`src/rtl/rrcs_pkg.sv`:
```
// Shared types and constants of the ring relay chunk sequencer.
package rrcs_pkg;

  // Ring and link limits
  localparam int unsigned MaxRing  = 16;
  localparam int unsigned MaxLinks = 8;

  // Field widths
  localparam int unsigned StreamW = 4;
  localparam int unsigned IndexW  = 4;
  localparam int unsigned RingW   = 5;
  localparam int unsigned LinksW  = 4;
  localparam int unsigned CountW  = 5;
  localparam int unsigned LinkW   = StreamW - 1;
  localparam int unsigned CfgAddrW = 2;
  localparam int unsigned CfgDataW = 5;

  // Command queue depth between front and back
  localparam int unsigned CmdDepth = 2;
  localparam int unsigned CmdPtrW  = $clog2(CmdDepth);
  localparam int unsigned CmdCntW  = $clog2(CmdDepth + 1);

  // Configuration register indexes
  typedef enum logic [CfgAddrW-1:0] {
    CFG_RING_SIZE    = 2'd0,
    CFG_LINK_COUNT   = 2'd1,
    CFG_OWN_POSITION = 2'd2
  } cfg_idx_e;

  // Classified request handed from front to back
  typedef struct packed {
    logic               cw;      // stream runs clockwise
    logic [StreamW-1:0] stream;
    logic [LinkW-1:0]   link;
    logic [RingW-1:0]   extent;  // clamped ring size
    logic [IndexW-1:0]  half;    // m = extent / 2
    logic [IndexW-1:0]  pos;     // own position reduced mod extent
    logic [LinksW-1:0]  links;   // clamped link count
  } cmd_t;

  // Back-end sequencer states
  typedef enum logic {
    ST_IDLE,
    ST_RUN
  } seq_state_e;

endpackage

```
`src/rtl/rrcs_front.sv`:
```
// Front end: configuration registers, request acceptance and classification.
module rrcs_front import rrcs_pkg::*; (
  input  logic                clk_i,
  input  logic                rst_ni,
  input  logic                cfg_we_i,
  input  logic [CfgAddrW-1:0] cfg_addr_i,
  input  logic [CfgDataW-1:0] cfg_wdata_i,
  input  logic                push_i,
  input  logic [StreamW-1:0]  stream_number_i,
  output logic                cmd_wr_o,
  output cmd_t                cmd_o
);

  logic [RingW-1:0]  ring_size_q;
  logic [LinksW-1:0] link_count_q;
  logic [IndexW-1:0] own_position_q;

  logic [RingW-1:0]  extent;
  logic [IndexW-1:0] half;
  logic [LinksW-1:0] links;
  logic [RingW-1:0]  pos_red;

  // Hold the configuration registers
  always_ff @(posedge clk_i or negedge rst_ni) begin
    if (!rst_ni) begin
      ring_size_q    <= RingW'(8);
      link_count_q   <= LinksW'(1);
      own_position_q <= '0;
    end else if (cfg_we_i) begin
      unique case (cfg_addr_i)
        CFG_RING_SIZE:    ring_size_q    <= cfg_wdata_i[RingW-1:0];
        CFG_LINK_COUNT:   link_count_q   <= cfg_wdata_i[LinksW-1:0];
        CFG_OWN_POSITION: own_position_q <= cfg_wdata_i[IndexW-1:0];
        default: ;
      endcase
    end
  end

  // Clamp ring size and links, derive half extent and reduced position
  always_comb begin
    extent  = (ring_size_q > RingW'(MaxRing)) ? RingW'(MaxRing) : ring_size_q;
    links   = (link_count_q > LinksW'(MaxLinks)) ? LinksW'(MaxLinks) : link_count_q;
    half    = extent[RingW-1:1];
    pos_red = {1'b0, own_position_q};
    // extent is at least four whenever the request is kept, so three steps suffice
    for (int i = 0; i < 3; i++) begin
      if (pos_red >= extent) begin
        pos_red = pos_red - extent;
      end
    end
  end

  // Classify the request; drop it when the ring yields no chunk
  always_comb begin
    cmd_o.cw     = ~stream_number_i[0];
    cmd_o.stream = stream_number_i;
    cmd_o.link   = stream_number_i[StreamW-1:1];
    cmd_o.extent = extent;
    cmd_o.half   = half;
    cmd_o.pos    = pos_red[IndexW-1:0];
    cmd_o.links  = links;
    cmd_wr_o     = push_i && (half >= IndexW'(2));
  end

endmodule

```
`src/rtl/rrcs_cmd_fifo.sv`:
```
// Short command queue between the front and the back end.
module rrcs_cmd_fifo import rrcs_pkg::*; (
  input  logic clk_i,
  input  logic rst_ni,
  input  logic wr_i,
  input  cmd_t wdata_i,
  output logic full_o,
  input  logic rd_i,
  output cmd_t rdata_o,
  output logic empty_o
);

  cmd_t               mem_q [CmdDepth];
  logic [CmdPtrW-1:0] wr_ptr_q;
  logic [CmdPtrW-1:0] rd_ptr_q;
  logic [CmdCntW-1:0] cnt_q;
  logic               do_wr;
  logic               do_rd;

  assign full_o  = (cnt_q == CmdCntW'(CmdDepth));
  assign empty_o = (cnt_q == '0);
  assign do_wr   = wr_i && !full_o;
  assign do_rd   = rd_i && !empty_o;
  assign rdata_o = mem_q[rd_ptr_q];

  // Store entries
  always_ff @(posedge clk_i) begin
    if (do_wr) begin
      mem_q[wr_ptr_q] <= wdata_i;
    end
  end

  // Advance pointers and count
  always_ff @(posedge clk_i or negedge rst_ni) begin
    if (!rst_ni) begin
      wr_ptr_q <= '0;
      rd_ptr_q <= '0;
      cnt_q    <= '0;
    end else begin
      if (do_wr) begin
        wr_ptr_q <= wr_ptr_q + CmdPtrW'(1);
      end
      if (do_rd) begin
        rd_ptr_q <= rd_ptr_q + CmdPtrW'(1);
      end
      if (do_wr && !do_rd) begin
        cnt_q <= cnt_q + CmdCntW'(1);
      end else if (do_rd && !do_wr) begin
        cnt_q <= cnt_q - CmdCntW'(1);
      end
    end
  end

endmodule

```
`src/rtl/rrcs_back.sv`:
```
// Back end: walks src/dst offsets, registers one descriptor per cycle unless stalled.
module rrcs_back import rrcs_pkg::*; (
  input  logic               clk_i,
  input  logic               rst_ni,
  input  logic               cmd_empty_i,
  input  cmd_t               cmd_i,
  output logic               cmd_rd_o,
  output logic               empty,
  input  logic               pop,
  output logic [IndexW-1:0]  origin_index_o,
  output logic [IndexW-1:0]  target_index_o,
  output logic [IndexW-1:0]  share_index_o,
  output logic [CountW-1:0]  share_count_o,
  output logic               final_chunk_o
);

  seq_state_e        state_q, state_d;
  cmd_t              cur_q, cur_d;
  logic [IndexW-1:0] sm_q, sm_d;
  logic [IndexW-1:0] dm_q, dm_d;

  logic              out_valid_q;
  logic              take;
  logic              emit;
  logic              last;
  logic              opposite;
  logic [IndexW-1:0] sm_inc;
  logic [IndexW-1:0] origin;
  logic [IndexW-1:0] target;

  // Step offset along the ring and wrap once
  function automatic logic [IndexW-1:0] ring_step(logic [IndexW-1:0] p,
                                                   logic [RingW-1:0]  ext,
                                                   logic [IndexW-1:0] off,
                                                   logic              fwd);
    logic [RingW:0] sum;
    if (fwd) begin
      sum = {2'b00, p} + {2'b00, off};
    end else begin
      sum = {2'b00, p} + {1'b0, ext} - {2'b00, off};
    end
    if (sum >= {1'b0, ext}) begin
      sum = sum - {1'b0, ext};
    end
    return sum[IndexW-1:0];
  endfunction

  assign take     = !out_valid_q || pop;
  assign emit     = (state_q == ST_RUN) && take;
  assign last     = (dm_q == IndexW'(1)) && (sm_q == cur_q.half - IndexW'(1));
  assign opposite = (dm_q + sm_q) == cur_q.half;
  assign sm_inc   = sm_q + IndexW'(1);
  assign origin   = ring_step(cur_q.pos, cur_q.extent, sm_q, !cur_q.cw);
  assign target   = ring_step(cur_q.pos, cur_q.extent, dm_q, cur_q.cw);
  assign empty    = !out_valid_q;

  // Hold sequencer state
  always_ff @(posedge clk_i or negedge rst_ni) begin
    if (!rst_ni) begin
      state_q <= ST_IDLE;
      sm_q    <= '0;
      dm_q    <= '0;
    end else begin
      state_q <= state_d;
      sm_q    <= sm_d;
      dm_q    <= dm_d;
    end
  end

  always_ff @(posedge clk_i) begin
    cur_q <= cur_d;
  end

  // Load a command, then advance destination offset, then source offset
  always_comb begin
    state_d  = state_q;
    cur_d    = cur_q;
    sm_d     = sm_q;
    dm_d     = dm_q;
    cmd_rd_o = 1'b0;
    unique case (state_q)
      ST_IDLE: begin
        if (!cmd_empty_i) begin
          cmd_rd_o = 1'b1;
          cur_d    = cmd_i;
          sm_d     = IndexW'(1);
          dm_d     = cmd_i.half - IndexW'(1);
          state_d  = ST_RUN;
        end
      end
      ST_RUN: begin
        if (emit) begin
          if (last) begin
            state_d = ST_IDLE;
          end else if (dm_q == IndexW'(1)) begin
            sm_d = sm_inc;
            dm_d = cur_q.half - sm_inc;
          end else begin
            dm_d = dm_q - IndexW'(1);
          end
        end
      end
      default: state_d = ST_IDLE;
    endcase
  end

  // Register the descriptor until it is popped
  always_ff @(posedge clk_i or negedge rst_ni) begin
    if (!rst_ni) begin
      out_valid_q <= 1'b0;
    end else if (take) begin
      out_valid_q <= emit;
    end
  end

  always_ff @(posedge clk_i) begin
    if (emit) begin
      origin_index_o <= origin;
      target_index_o <= target;
      share_index_o  <= opposite ? cur_q.stream : {1'b0, cur_q.link};
      share_count_o  <= opposite ? {cur_q.links, 1'b0} : {1'b0, cur_q.links};
      final_chunk_o  <= last;
    end
  end

endmodule

```
`src/rtl/ring_relay_chunk_sequencer_core.sv`:
```
// Top level of the ring relay chunk sequencer: front, command queue and back end.
//
//  channel   | ports                                   | accepted when
//  ----------+-----------------------------------------+----------------------
//  request   | push, full, stream_number_i             | push && !full
//  result    | empty, pop, origin/target/share/final   | pop && !empty
//  config    | cfg_we_i, cfg_addr_i, cfg_wdata_i       | cfg_we_i
//
// A request yields m*(m-1)/2 descriptors (m = ring size / 2, up to 28), one per cycle
// from the back-end offset walker unless stalled, after it loads the command in idle.
// The front accepts up to two queued requests while the back end is busy; requests on
// rings below four chips produce nothing and are dropped at once.
// Reset restores ring size 8, one link, position 0 and empties every stage.
// A stalled result holds in the output register; the walker waits until it is popped.
module ring_relay_chunk_sequencer_core import rrcs_pkg::*; (
  input  logic                clk_i,
  input  logic                rst_ni,
  input  logic                cfg_we_i,
  input  logic [CfgAddrW-1:0] cfg_addr_i,
  input  logic [CfgDataW-1:0] cfg_wdata_i,
  input  logic                push,
  output logic                full,
  input  logic [StreamW-1:0]  stream_number_i,
  output logic                empty,
  input  logic                pop,
  output logic [IndexW-1:0]   origin_index_o,
  output logic [IndexW-1:0]   target_index_o,
  output logic [IndexW-1:0]   share_index_o,
  output logic [CountW-1:0]   share_count_o,
  output logic                final_chunk_o
);

  logic cmd_wr;
  cmd_t cmd_in;
  logic cmd_full;
  logic cmd_rd;
  cmd_t cmd_out;
  logic cmd_empty;

  assign full = cmd_full;

  rrcs_front u_front (
    .clk_i           (clk_i),
    .rst_ni          (rst_ni),
    .cfg_we_i        (cfg_we_i),
    .cfg_addr_i      (cfg_addr_i),
    .cfg_wdata_i     (cfg_wdata_i),
    .push_i          (push && !cmd_full),
    .stream_number_i (stream_number_i),
    .cmd_wr_o        (cmd_wr),
    .cmd_o           (cmd_in)
  );

  rrcs_cmd_fifo u_cmd_fifo (
    .clk_i   (clk_i),
    .rst_ni  (rst_ni),
    .wr_i    (cmd_wr),
    .wdata_i (cmd_in),
    .full_o  (cmd_full),
    .rd_i    (cmd_rd),
    .rdata_o (cmd_out),
    .empty_o (cmd_empty)
  );

  rrcs_back u_back (
    .clk_i          (clk_i),
    .rst_ni         (rst_ni),
    .cmd_empty_i    (cmd_empty),
    .cmd_i          (cmd_out),
    .cmd_rd_o       (cmd_rd),
    .empty          (empty),
    .pop            (pop),
    .origin_index_o (origin_index_o),
    .target_index_o (target_index_o),
    .share_index_o  (share_index_o),
    .share_count_o  (share_count_o),
    .final_chunk_o  (final_chunk_o)
  );

endmodule
```
`config.mk`:
```
export PLATFORM = sky130hd
export DESIGN_NAME = ring_relay_chunk_sequencer_core
export DESIGN_NICKNAME = d
export VERILOG_FILES = /design/src/rtl/rrcs_pkg.sv /design/src/rtl/rrcs_front.sv /design/src/rtl/rrcs_cmd_fifo.sv /design/src/rtl/rrcs_back.sv /design/src/rtl/ring_relay_chunk_sequencer_core.sv
export SDC_FILE = /design/constraint.sdc
export NUM_CORES = 1
export LEC_CHECK = 0
export ABC_CLOCK_PERIOD_IN_PS = 8300
export BUFFER_PORTS_ARGS = -buffer_cell sky130_fd_sc_hd__buf_2
export CAP_MARGIN = 0
export CORE_UTILIZATION = 45
export CTS_CLUSTER_SIZE = 25
export DETAILED_ROUTE_END_ITERATION = 7
export GPL_TIMING_DRIVEN = 0
export PLACE_DENSITY = 0.7
export SLEW_MARGIN = 20
export SYNTH_ARGS = -nofsm -noshare
export SYNTH_HDL_FRONTEND = slang
export SYNTH_SLANG_ARGS = --single-unit
export TNS_END_PERCENT = 50
```
`constraint.sdc`:
```
create_clock -name clk_i -period 8.3 [get_ports clk_i]
set_input_delay 0.415 -clock clk_i [delete_from_list [all_inputs] [get_ports clk_i]]
set_output_delay 0.415 -clock clk_i [all_outputs]
set_load 0.005 [all_outputs]
```
==> impl_metrics.toml, run 1 <==
[logic_synthesis]
synth-xor-area-share = 0.0690
syn_area_per_cell_um2 = 12.1
synth_seq_cells = 99
synth_edf_count = 72
syn_inst = 504
synth_top_area_share = 0.356
synth_area_leaders = "edfxtp_1 36%, ha_1 12%, dfrtp_1 10%"
synth_fa_ha_area_frac = 0.155
synth_flop_cell = "edfxtp_1"
synthesis.area_um2 = 6080
yosysUniqueCellTypes = 52
ys_warn_count = 0
synth_top_family_by_area = "adder cells"
async_flop_share = 0.273
synthSimpleGateAreaFrac = 0.0684
synth_mux_area_frac = 0.105
yosysTopAreaCell = "edfxtp_1"
syn_nets = 588
synth-compound-area-share = 0.100
seq_area_frac_synth = 0.467

[final_layout]
synthToLayoutAreaGrowth_pct = 11.3
fin_cells = 732
post_route_cells_drive_above_1_share = 0.189
insertedDiodeCount = 0
seqCellArea_um2 = 2840
multi_input_area_um2 = 3030
finalNetCount = 635
nFillCells = 1123

[floorplan]
fp.coreArea_um2 = 13200
die_x_um = 118
initial_core_util = 0.461
dieArea_um2 = 14000
dieHeight_um = 118
ioPinCount = 36
num_rows = 42

[flow_run]
maxCapViolations = 0

[drt]
vias = 3892
drcViolationCount = 0
drt-pass1-iter-count = 4
wl_mm = 11.5
avgViaCountPerCell = 5.32
antenna_left = 0
drt_iter0_drc = 177
routedWlPerCell_um = 15.8

[clock_tree]
cts_tree = "done"
clockBufferDepth = 2
clk-insertion-delay-late_ns = 0.35
cts_setup_buffers = 0
cts.sinks = 99
path_clk_slew_ns = 0.07
cts_made_buffers = 9
cts_resized = 0
clockRootBuffer = "clkbuf_16"
cts.htree.levels = 3
cts_hold_buf = 0

[hold_path]
hold_path_class = "in2async"

[global_routing]
grt_usage = 0.182
grt_max_degree = 28
grt_pass1_vias = 4247
grt_pass1_wl_mm = 19.8
overflow = 0
antenna_found_initial = 0

[setup_path]
cp.required_ns = 8.40
end_kind = "flip-flop"
worstPathArrival_ns = 5.46
reg2reg_from = "u_front.ring_size_q[4]"
r2r-end = "u_cmd_fifo.mem_q[0][7]"
cp-startpoint = "u_front.ring_size_q[4]"
worstSetupPathType = "reg2reg"
ff2ff_setup_slack_ns = 2.93
worst_setup_path_start_kind = "flip-flop"
crit_path_end = "u_cmd_fifo.mem_q[0][7]"
r2r_cells = 17
path_max_fanout = 7

[sta]
max_freq_mhz = 186
rsz0062_at_grt = "no"
relSlewSlack = 0.330
fin_crit_ns = 5.37
finClkSkew_ns = 0.0110
fin_setup_tns_ns = 0
setup_viol = 0
max_slew.worst_pin.slew_ns = 1.00
hold_viol = 0
fin_crit_sh = 0.646
final_max_slew_viol_count = 0

[power]
power_density_nw_per_um2 = 321
power_mw = 2.17
peakVddDrop_mv = 0.174
p_leak_nw = 2.83

[placement]
dp.cells = 716
place_hpwl_mm = 8.94
gp_congestion = 0.854
port_buffers = 35

[outcome]
outcome = "finished, final reports clean"
-- synthesized netlist by cell type (3+ instances only) --
library cell	number
nor2b_1	5
dfrtp_1	25
mux2_2	40
and2_1	5
a21o_1	17
xnor2_1	30
mux2_1	8
edfxtp_1	72
nand3_1	8
clkbuf_1	7
nor2_1	20
o21ai_0	14
fa_1	12
mux2i_1	10
nand2_1	22
xor2_1	16
o21ai_1	3
inv_1	45
nor3_1	4
o22ai_1	3
a21oi_1	35
ha_1	56
a211oi_1	4
o211ai_1	5
nand2b_1	6
-- routing by layer --
metal	track usage	share of wire
met5	0	0
met4	0.0753	0.028
met3	0.0444	0.043
met2	0.323	0.52
met1	0.208	0.41
-- cells in the final DEF, fill, tap and decap left out, types with 19 or more instances in the layout --
| master | n |
|---|---|
| edfxtp_1 | 72 |
| ha_1 | 56 |
| inv_1 | 45 |
| mux2_2 | 40 |
| buf_2 | 37 |
| a21oi_1 | 35 |
| xnor2_1 | 30 |
| dfrtp_1 | 25 |
| nand2_1 | 22 |
| nor2_1 | 19 |
-- where the power goes --
group / total [mW] / leakage [nW] / internal (mW) / switching, mW
combinational: 0.998 / 1.72 / 0.484 / 0.514
sequential: 0.775 / 0.979 / 0.705 / 0.0700
clock: 0.396 / 0.135 / 0.214 / 0.181
-- worst min-delay path by stage --
| stage | from | slack (ns) | cells after the start | end |
|---|---|---|---|---|
| floorplan | rst_ni | 0.12 | 0 | u_back.dm_q[0] |
| global placement | rst_ni | 0.47 | 1 | u_front.link_count_q[2] |
| detailed placement | rst_ni | 0.48 | 1 | u_front.link_count_q[3] |
| CTS | rst_ni | 0.10 | 1 | u_cmd_fifo.rd_ptr_q |
| global route | rst_ni | 0.13 | 1 | u_cmd_fifo.rd_ptr_q |
| finish | rst_ni | 0.09 | 1 | u_cmd_fifo.rd_ptr_q |
-- logic make-up after synthesis --
family,Yosys count
buf+inv,55
flops,99
compound gates,96
mux,58
xor+xnor,47
fa+ha+maj,68
simple gates,81
-- registers in the layout, indices dropped and copies added (netlist names) --
name	flops
u_back.cur_q	18
u_back.dm_q	4
u_back.final_chunk_o	1
u_back.origin_index_o	4
u_back.out_valid_q	1
u_back.share_count_o	5
u_back.share_index_o	4
u_back.sm_q	4
u_back.state_q	1
u_back.target_index_o	4
u_cmd_fifo.cnt_q	2
u_cmd_fifo.mem_q	36
u_cmd_fifo.rd_ptr_q	1
u_cmd_fifo.wr_ptr_q	1
u_front.link_count_q	4
u_front.own_position_q	4
u_front.ring_size_q	5
-- through the flow --
stage                     hold slack (ns)  worst slack [ns]   util  cell area (µm²)
final                              0.0876              2.93  0.513             6770
after global routing                0.130              2.49  0.513             6770
after CTS                           0.101              2.95  0.513             6770
after global placement              0.471              3.14  0.491             6470
after detailed placement            0.483              2.99  0.492             6480
after floorplan                     0.119              3.74      -             6080
-- cell type report --
cell class                      count  share of cell area
Buffer                              9             0.00536
Clock inverter                      4             0.00499
Clock buffer                       12              0.0364
Inverter                           46              0.0255
Sequential cell                    99               0.420
Tap cell                          176              0.0326
Multi-Input combinational cell    350               0.448
Timing Repair Buffer               36              0.0276
-- worst max-delay path, stage by stage, from the launching register on --
cell and delay [ns]:
dfrtp_1 0.45, inv_1 0.24, nand2_1 0.23, ha_1 0.43, nand2_1 0.08, a21o_1 0.17
a31oi_1 0.35, mux2_2 0.40, ha_1 0.29, o21ai_0 0.23, a21oi_1 0.11, o22ai_1 0.43
mux2_2 0.42, ha_1 0.30, o21ai_0 0.08, o2bb2ai_1 0.13, o21ai_1 0.37, mux2_2 0.40
Note: power is estimated with default switching activity, not from simulation.
==> run 2, diff against run 1 <==
--- a/config.mk
+++ b/config.mk
@@ -5,7 +5,7 @@
 export SDC_FILE = /design/constraint.sdc
 export NUM_CORES = 1
 export LEC_CHECK = 0
-export ABC_CLOCK_PERIOD_IN_PS = 8300
+export ABC_CLOCK_PERIOD_IN_PS = 5200
 export BUFFER_PORTS_ARGS = -buffer_cell sky130_fd_sc_hd__buf_2
 export CAP_MARGIN = 0
 export CORE_UTILIZATION = 45
==> constraint.sdc (replaced) <==
create_clock -name clk_i -period 5.2 [get_ports clk_i]
set_input_delay 0.26 -clock clk_i [delete_from_list [all_inputs] [get_ports clk_i]]
set_output_delay 0.26 -clock clk_i [all_outputs]
set_load 0.005 [all_outputs]
==> impl_metrics.toml, run 2 (synthesized netlist as in run 1, its figures left out) <==
[clock_tree]
clockRootBuffer = "clkbuf_16"
cts_setup_buffers = 0
cts_made_buffers = 9
clk-insertion-delay-late_ns = 0.35
path_clk_slew_ns = 0.07
cts_tree = "done"
clockBufferDepth = 2
cts.sinks = 99
cts.htree.levels = 3

[drt]
routedWlPerCell_um = 15.9
drt_iter0_drc = 151
antenna_left = 0
avgViaCountPerCell = 5.32
drcViolationCount = 0
vias = 3902
wl_mm = 11.6
drt-pass1-iter-count = 4

[sta]
hold_viol = 0
finClkSkew_ns = 0.0106
setup_viol = 0
final_max_slew_viol_count = 0
fin_crit_sh = 0.942
finalWorstSetupSlack_ns = 0.304
fin_crit_ns = 4.90
max_freq_mhz = 204
rsz0062_at_grt = "no"
max_slew.worst_pin.slew_ns = 0.993
relSlewSlack = 0.338

[power]
p_comb_frac = 0.464
switchingPower_mw = 1.24
switching_share = 0.355
p_seq_frac = 0.355
p_leak_nw = 2.84
peakVddDrop_mv = 0.278
power_density_nw_per_um2 = 514
pwr-share-clk = 0.181
p_int_mw = 2.25

[final_layout]
top_register = "u_cmd_fifo.mem_q"
post_route_cells_drive_above_1_share = 0.197
fin_util = 0.515
largest_reg_flops = 36
synthToLayoutAreaGrowth_pct = 11.8
insertedDiodeCount = 0
final_common_cell = "edfxtp_1"
layout_common_cells = "72 x edfxtp_1, 56 x ha_1, 44 x inv_1"
reg_top3 = "u_cmd_fifo.mem_q x36, u_back.cur_q x18"
finalNetCount = 636
nFillCells = 1120

[placement]
place_hpwl_mm = 8.94
gp_congestion = 0.854
port_buffers = 35
place_ws_ns = -0.109

[hold_path]
hold_path_class = "in2reg"

[floorplan]
initial_core_util = 0.461
dieArea_um2 = 14000
dieHeight_um = 118
fp.coreArea_um2 = 13200
num_rows = 42
die_x_um = 118
ioPinCount = 36

[setup_path]
cp.required_ns = 5.30
end_kind = "flip-flop"
worstSetupPathType = "reg2reg"
worst_setup_path_start_kind = "flip-flop"
worstPathArrival_ns = 5.00
path_max_fanout = 7

[flow_run]
maxCapViolations = 0

[outcome]
outcome = "finished, final reports clean"

[global_routing]
antenna_found_initial = 0
grt_pass1_vias = 4273
grt_pass1_wl_mm = 19.9
overflow = 0
grt_usage = 0.182
grt_max_degree = 28
[run 2: changes by cell type in the layout (fill, tap and decap cells not counted)]
cell	previous run	this run
o22ai_1	3	2
dlygate4sd3_1	0	1
mux2i_2	0	1
a31oi_1	1	0
a31oi_2	0	1
inv_2	1	2
o21ai_1	3	2
inv_1	45	44
o21ai_2	1	2
o22ai_2	0	1
mux2i_1	10	9
[run 2: worst max-delay path, stage by stage (launching register included)]
cell and delay, ns:
dfrtp_1 0.46, inv_2 0.16, nand2_1 0.18, ha_1 0.43, a41oi_1 0.19, a31oi_2 0.36
mux2_2 0.39, ha_1 0.29, o21ai_0 0.23, a21oi_1 0.12, o22ai_2 0.25, mux2_2 0.40
ha_1 0.30, o21ai_0 0.08, o2bb2ai_1 0.14, o21ai_2 0.27, mux2_2 0.39
[run 2: layer usage]
layer,global-route usage,share of wire
met1,0.208,0.41
met2,0.325,0.52
met3,0.0444,0.040
met4,0.0753,0.027
met5,0,0
[run 2: through the flow]
step	area [µm²]	power, mW	setup TNS (ns)	cells	hold WS (ns)
finish	6800	3.49	0	733	0.0981
global route	6800	3.75	0	733	0.0825
CTS	6780	3.50	0	733	0.0873
detailed placement	6480	2.85	-0.425	716	0.328
global placement	6470	2.75	0	715	0.316
floorplan	6080	2.47	0	504	-0.0356
[run 2: path summary, 6_finish.rpt]
path                                               from                       to  slack [ns]  depth (start not counted)
min in group asynchronous                        rst_ni      u_cmd_fifo.rd_ptr_q        0.48                          2
worst max register to register   u_front.ring_size_q[4]   u_cmd_fifo.mem_q[0][7]        0.30                         16
worst max-delay path             u_front.ring_size_q[4]   u_cmd_fifo.mem_q[0][7]        0.30                         16
worst min-delay path                 stream_number_i[2]  u_cmd_fifo.mem_q[1][22]         0.1                          1
max in group asynchronous                        rst_ni      u_cmd_fifo.cnt_q[0]        4.28                          2
worst min register to register  u_front.link_count_q[1]  u_front.link_count_q[1]        0.50                          1
[run 2: layout make-up]
type / instances / area (µm²) / area share
clock inverters: 4 / 33.8 / 0.00497
plain buffers: 9 / 36.3 / 0.00534
repair buffers: 37 / 196 / 0.0289
multi-input cells: 350 / 3050 / 0.449
inverters: 46 / 173 / 0.0254
clock buffers: 12 / 246 / 0.0363
flip-flops and latches: 99 / 2840 / 0.418
well taps: 176 / 220 / 0.0324
[run 2: power by group through the flow]
stage / Clock (mW) / Sequential [mW] / Combinational, mW
5_1_grt: 0.678 / 1.26 / 1.81
6_report: 0.631 / 1.24 / 1.62
4_1_cts: 0.647 / 1.24 / 1.62
2_1_floorplan: 0 / 1.23 / 1.25
3_5_place_dp: 0 / 1.26 / 1.59
3_3_place_gp: 0 / 1.24 / 1.51
[run 2: repair_timing]
action / in CTS / in global routing
hold endpoints to repair: 25 / 0
pin swaps: 0 / 1
setup endpoints to repair: 4 / 8
gates resized for setup: 1 / 4
hold buffers: 1 / 0
gates cloned: 0 / 0
